**config.mk**
```make
export PLATFORM = sky130hd
export DESIGN_NAME = prat_front
export DESIGN_NICKNAME = d
export VERILOG_FILES = /design/src/rtl/prat_pkg.sv /design/src/rtl/prat_front.sv
export SDC_FILE = /design/constraint.sdc
export NUM_CORES = 1
export LEC_CHECK = 0
export ABC_CLOCK_PERIOD_IN_PS = 18800
export BUFFER_PORTS_ARGS = -buffer_cell sky130_fd_sc_hd__buf_2
export CORE_AREA = 2 2 350 352
export DETAILED_ROUTE_END_ITERATION = 7
export DIE_AREA = 0 0 352 354
export HOLD_SLACK_MARGIN = 0.15
export PLACE_DENSITY = 0.57
export SLEW_MARGIN = 10
export SYNTH_ARGS = -nofsm -noshare
export SYNTH_HDL_FRONTEND = slang
export SYNTH_SLANG_ARGS = --single-unit
```
**constraint.sdc**
```tcl
create_clock -name clk_i -period 18.8 [get_ports clk_i]
set_input_delay 3.76 -clock clk_i [delete_from_list [all_inputs] [get_ports clk_i]]
set_output_delay 3.76 -clock clk_i [all_outputs]
set_load 0.01 [all_outputs]
```
**src/rtl/prat_pkg.sv**
```systemverilog
`timescale 1ns / 1ps
package prat_pkg;

  localparam int unsigned TableDepth = 64;
  localparam int unsigned IdxW = $clog2(TableDepth);
  localparam int unsigned CntW = $clog2(TableDepth + 1);
  localparam int unsigned PidW = 22;

  localparam logic [1:0] ReqInsert    = 2'd0;
  localparam logic [1:0] ReqRemove    = 2'd1;
  localparam logic [1:0] ReqTranslate = 2'd2;

  localparam logic [1:0] StatOk   = 2'd0;
  localparam logic [1:0] StatMiss = 2'd1;
  localparam logic [1:0] StatFull = 2'd2;

  typedef enum logic [1:0] {
    OpInsert,
    OpRemove,
    OpTranslate,
    OpBad
  } op_e;

  // one region as stored in the table
  typedef struct packed {
    logic [PidW-1:0] pid;
    logic [63:0]     start;
    logic [63:0]     stop;
    logic [63:0]     page_offset;
    logic [63:0]     inode;
    logic [31:0]     major;
    logic [31:0]     minor;
    logic [63:0]     generation;
  } region_t;

  // classified request handed from front to back
  typedef struct packed {
    op_e             op;
    logic [PidW-1:0] pid;
    logic [63:0]     address;
    region_t         region;
  } cmd_t;

  typedef struct packed {
    logic [1:0]  status;
    logic [63:0] file_offset;
    logic [63:0] inode;
    logic [31:0] major;
    logic [31:0] minor;
    logic [63:0] generation;
  } rsp_t;

endpackage

```
**src/rtl/prat_front.sv**
```systemverilog
`timescale 1ns / 1ps
// classifies requests and queues them for the back end
module prat_front (
  input  logic                      clk_i,
  input  logic                      rst_ni,
  input  logic                      in_valid_i,
  output logic                      in_stall_o,
  input  logic [1:0]                req_type_i,
  input  logic [prat_pkg::PidW-1:0] proc_id_i,
  input  logic [63:0]               address_i,
  input  logic [63:0]               length_i,
  input  logic [63:0]               page_offset_i,
  input  logic [63:0]               inode_i,
  input  logic [31:0]               dev_major_i,
  input  logic [31:0]               dev_minor_i,
  input  logic [63:0]               inode_generation_i,
  output logic                      cmd_valid_o,
  input  logic                      cmd_pop_i,
  output prat_pkg::cmd_t            cmd_o
);

  prat_pkg::cmd_t q_mem_q [2];
  logic           wr_ptr_q, rd_ptr_q;
  logic [1:0]     count_q;
  prat_pkg::cmd_t cmd_d;
  logic           push, pop;

  always_comb begin
    cmd_d.pid                = proc_id_i;
    cmd_d.address            = address_i;
    cmd_d.region.pid         = proc_id_i;
    cmd_d.region.start       = address_i;
    cmd_d.region.stop        = address_i + length_i;
    cmd_d.region.page_offset = page_offset_i;
    cmd_d.region.inode       = inode_i;
    cmd_d.region.major       = dev_major_i;
    cmd_d.region.minor       = dev_minor_i;
    cmd_d.region.generation  = inode_generation_i;
    unique case (req_type_i)
      prat_pkg::ReqInsert:    cmd_d.op = prat_pkg::OpInsert;
      prat_pkg::ReqRemove:    cmd_d.op = prat_pkg::OpRemove;
      prat_pkg::ReqTranslate: cmd_d.op = prat_pkg::OpTranslate;
      default:                cmd_d.op = prat_pkg::OpBad;
    endcase
  end

  assign in_stall_o  = (count_q == 2'd2);
  assign push        = in_valid_i && !in_stall_o;
  assign cmd_valid_o = (count_q != 2'd0);
  assign pop         = cmd_pop_i && cmd_valid_o;
  assign cmd_o       = q_mem_q[rd_ptr_q];

  always_ff @(posedge clk_i) begin
    if (push) begin
      q_mem_q[wr_ptr_q] <= cmd_d;
    end
  end

  always_ff @(posedge clk_i or negedge rst_ni) begin
    if (!rst_ni) begin
      wr_ptr_q <= 1'b0;
      rd_ptr_q <= 1'b0;
      count_q  <= 2'd0;
    end else begin
      if (push) wr_ptr_q <= !wr_ptr_q;
      if (pop) rd_ptr_q <= !rd_ptr_q;
      count_q <= count_q + {1'b0, push} - {1'b0, pop};
    end
  end

endmodule

```
==> results by group <==
Final layout
  • Layout cells sized above 1: 51.9%
  • Nets: around 3300
  • Commonest non-fill, non-tap cell in the layout: buf_2
  • Synth-to-Final Area Change: 25.7%
  • Commonest non-fill, non-tap cells in the layout: buf_2 (907), edfxtp_1 (816), mux2_2 (408)

Global route
  • First-pass GRT wire length: 138 mm
  • Antenna violations before repair: 54
  • Vias in the first global route: 20143
  • Pin count of the biggest net entering global routing: 71
  • Grt ovf: 0
  • Tot GR Track Use: 15.0%

Clock tree
  • Clk buf depth: 3
  • CTS Buf Count: 91
  • Buffer count from post-CTS setup fixing: 0
  • CTS Hold Bufs: 0
  • Clock Sinks: 820
  • PostCTS Resize Cnt: 0
  • CTS root buffer: clkbuf_16
  • TritonCTS clock tree: built
  • Clock transition at path regs: 60 ps
  • Clk_lat worst skew: a little under 700 ps
  • Total number of H-tree levels: 3

STA
  • Slew margin rel.: 35.0%
  • Fin. Hold Viols: 0
  • Worst-Margin Slew: 975 ps
  • Final Cycle Share: 45.2%
  • RSZ-0062 raised after global routing: false
  • Final Setup Violations: 0
  • Minimum clock period: 8490 ps
  • Setup TNS: 0 ps
  • F_max: 118 MHz
  • Max Slew Vio Count: 0
  • Clock Skews: 28.0 ps
  • Final hold slack: 491 ps

Min path
  • Type of the worst min-delay path: reg2reg
  • Hold-critical path depth: 1

Synth
  • Number of synthesized flops with an enable pin: 816
  • Register bit count reported by yosys: ~800
  • Post-synth top area cell: edfxtp_1
  • Synth Warn #: 0
  • Synthesized area: 33900 sq um
  • Synth top area share: 72.3%
  • Syn nets: between 2000 and 2500
  • Asr flop ratio synth: 0.488%
  • Synth Area per Inst: ~18 sq um
  • Syn Inst Count: 1919
  • Main synth FF type: edfxtp_1
  • Synth cell types: 68
  • Sequential fraction of the synthesis area: roughly 73%
  • Synth area leaders: edfxtp_1 (72%), mux2_2 (14%), ha_1 (2.4%)

Floorplanning
  • Starting density of the core: 28.0%
  • Core area: approximately 120000 sq um
  • Die outline width: 352 um
  • Die Span Y: 354 um
  • IO Pins: 908
  • Rows: 128
  • Die Area: between 100000 and 150000 sq um

Pwr
  • Sw Share: 31.9%
  • Max VDD drop: about 0.00013 V
  • Sw power: 2.04 mW
  • Power share of the combinational group: 32.3%
  • Pint: 4.36 mW
  • Clk network pwr share: 26.6%
  • Pwr dens: roughly 150 nW/um^2
  • Leakage power: 16.0 nW
  • Seq pwr share: 41.1%

Worst setup path
  • CP max FO: 66
  • Worst Path Required: 15040 ps
  • CP arrival: 4730 ps
  • Crit path capture: cmd_o[360]
  • CP endpoint kind: primary output
  • Reg2reg setup slack: around 14000 ps
  • R2R Path End: q_mem_q[1][279]$_DFFE_PP_
  • R2R cell count: 5
  • Worst setup SP type: flop
  • Worst R2R Start: count_q[1]$_DFF_PN0_
  • CP startpoint: rd_ptr_q$_DFFE_PN0P_
  • WS Path Type: reg2out

Drt
  • Post-route ant nets: 0
  • Pre-antenna DRT Iters: 8
  • Routed length per instance: roughly 22 um
  • Vias: approximately 20000
  • Post-route DRC: 0
  • Final WL: about 97 mm
  • Routed vias/inst: 4.43
  • Iter 0 DRT Violations: 1376

Placed design
  • PortBufs: 907
  • GPL Wtd Cong: 0.830
  • Post-DP HPWL: between 70 and 80 mm

Flow run
  • # Max-Cap Violations: 0

Run status
  • Outcome: completed
==> power groups by stage <==
stage                     Sequential [mW]  Clock [mW]  Combinational, mW
after floorplan                      2.81           0               1.34
after global placement               2.67           0               2.09
after detailed placement             2.67           0               2.09
after CTS                            2.64        1.76               2.10
after global routing                 2.67        1.82               2.21
final                                2.64        1.70               2.07
==> state kept, by name (all words and copies together) (netlist names) <==
register and cells:
count_q 2, wr_ptr_q 1, rd_ptr_q 1, q_mem_q 816
==> worst max-delay path, cell delays in order (launching register included) <==
cell,delay [ps]
dfrtp_4,860
buf_4,780
buf_4,790
buf_4,750
mux2_2,430
buf_2,170
==> synthesized netlist by cell type (3+ instances only) <==
| master | n |
|---|---|
| o21a_1 | 8 |
| o21ai_0 | 24 |
| nand2_1 | 55 |
| nand4_1 | 13 |
| buf_2 | 3 |
| a31oi_1 | 12 |
| o21bai_1 | 15 |
| edfxtp_1 | 816 |
| nor2_1 | 34 |
| a211oi_1 | 8 |
| o31ai_1 | 5 |
| nor2b_1 | 7 |
| xnor2_1 | 42 |
| and2_1 | 4 |
| clkbuf_1 | 64 |
| o211ai_1 | 5 |
| dfrtp_1 | 4 |
| and3_1 | 8 |
| nor3_1 | 7 |
| mux2_2 | 408 |
| or2_2 | 3 |
| xor2_1 | 22 |
| or3_1 | 3 |
| inv_1 | 16 |
| o21ai_1 | 7 |
| buf_4 | 86 |
| a21oi_1 | 73 |
| nand2b_1 | 6 |
| a21o_1 | 39 |
| nand3_1 | 10 |
| ha_1 | 65 |
==> final cells by class <==
type	instances	area, sq um
well taps	1625	2030
repair buffers	926	4680
multi-input cells	928	8320
clock buffers	117	2450
clock inverters	46	415
flip-flops and latches	820	24600
fillers	11666	78300
diodes	17	42.5
inverters	16	60.1
==> metal layers <==
metal / share of wire, % / wire, um / GRT usage, %
met1: 38 / 36500 / 16.7
met2: 50 / 48500 / 25.6
met3: 8.5 / 8280 / 5.44
met4: 3.8 / 3660 / 7.24
met5: 0.097 / 94 / 0
==> worst min-delay path by stage <==
stage,slack (ps),start,endpoint
floorplan,460,count_q[1]$_DFF_PN0_,count_q[1]$_DFF_PN0_
global placement,480,count_q[1]$_DFF_PN0_,count_q[1]$_DFF_PN0_
detailed placement,480,count_q[1]$_DFF_PN0_,count_q[1]$_DFF_PN0_
CTS,490,count_q[1]$_DFF_PN0_,count_q[1]$_DFF_PN0_
global route,540,count_q[1]$_DFF_PN0_,count_q[1]$_DFF_PN0_
finish,490,count_q[1]$_DFF_PN0_,count_q[1]$_DFF_PN0_
==> cells by family after synthesis <==
logic type                 count (synthesis)  share of synthesized area (%)
and+or+nand+nor                          170                           2.57
adders and majority gates                 66                           2.46
DFF                                      820                           72.6
AOI/OAI and AO/OA                        220                           4.28
buffers and inverters                    171                           2.88
xor gates and xnor gates                  64                           1.65
muxes                                    408                           13.6
==> through the flow <==
step | area (sq um) | utilization, % | std cells | setup slack [ps] | power [mW]
6_report | 42600 | 35.2 | 4495 | 10310 | 6.41
3_3_place_gp | 39700 | 32.8 | 4315 | 10870 | 4.76
4_1_cts | 42600 | 35.2 | 4478 | 10200 | 6.50
3_5_place_dp | 39700 | 32.8 | 4315 | 10860 | 4.76
2_1_floorplan | 33900 | - | 1919 | 3810 | 4.15
5_1_grt | 42600 | 35.2 | 4492 | 10010 | 6.71
No activity file was read; power rests on OpenSTA's default activity.
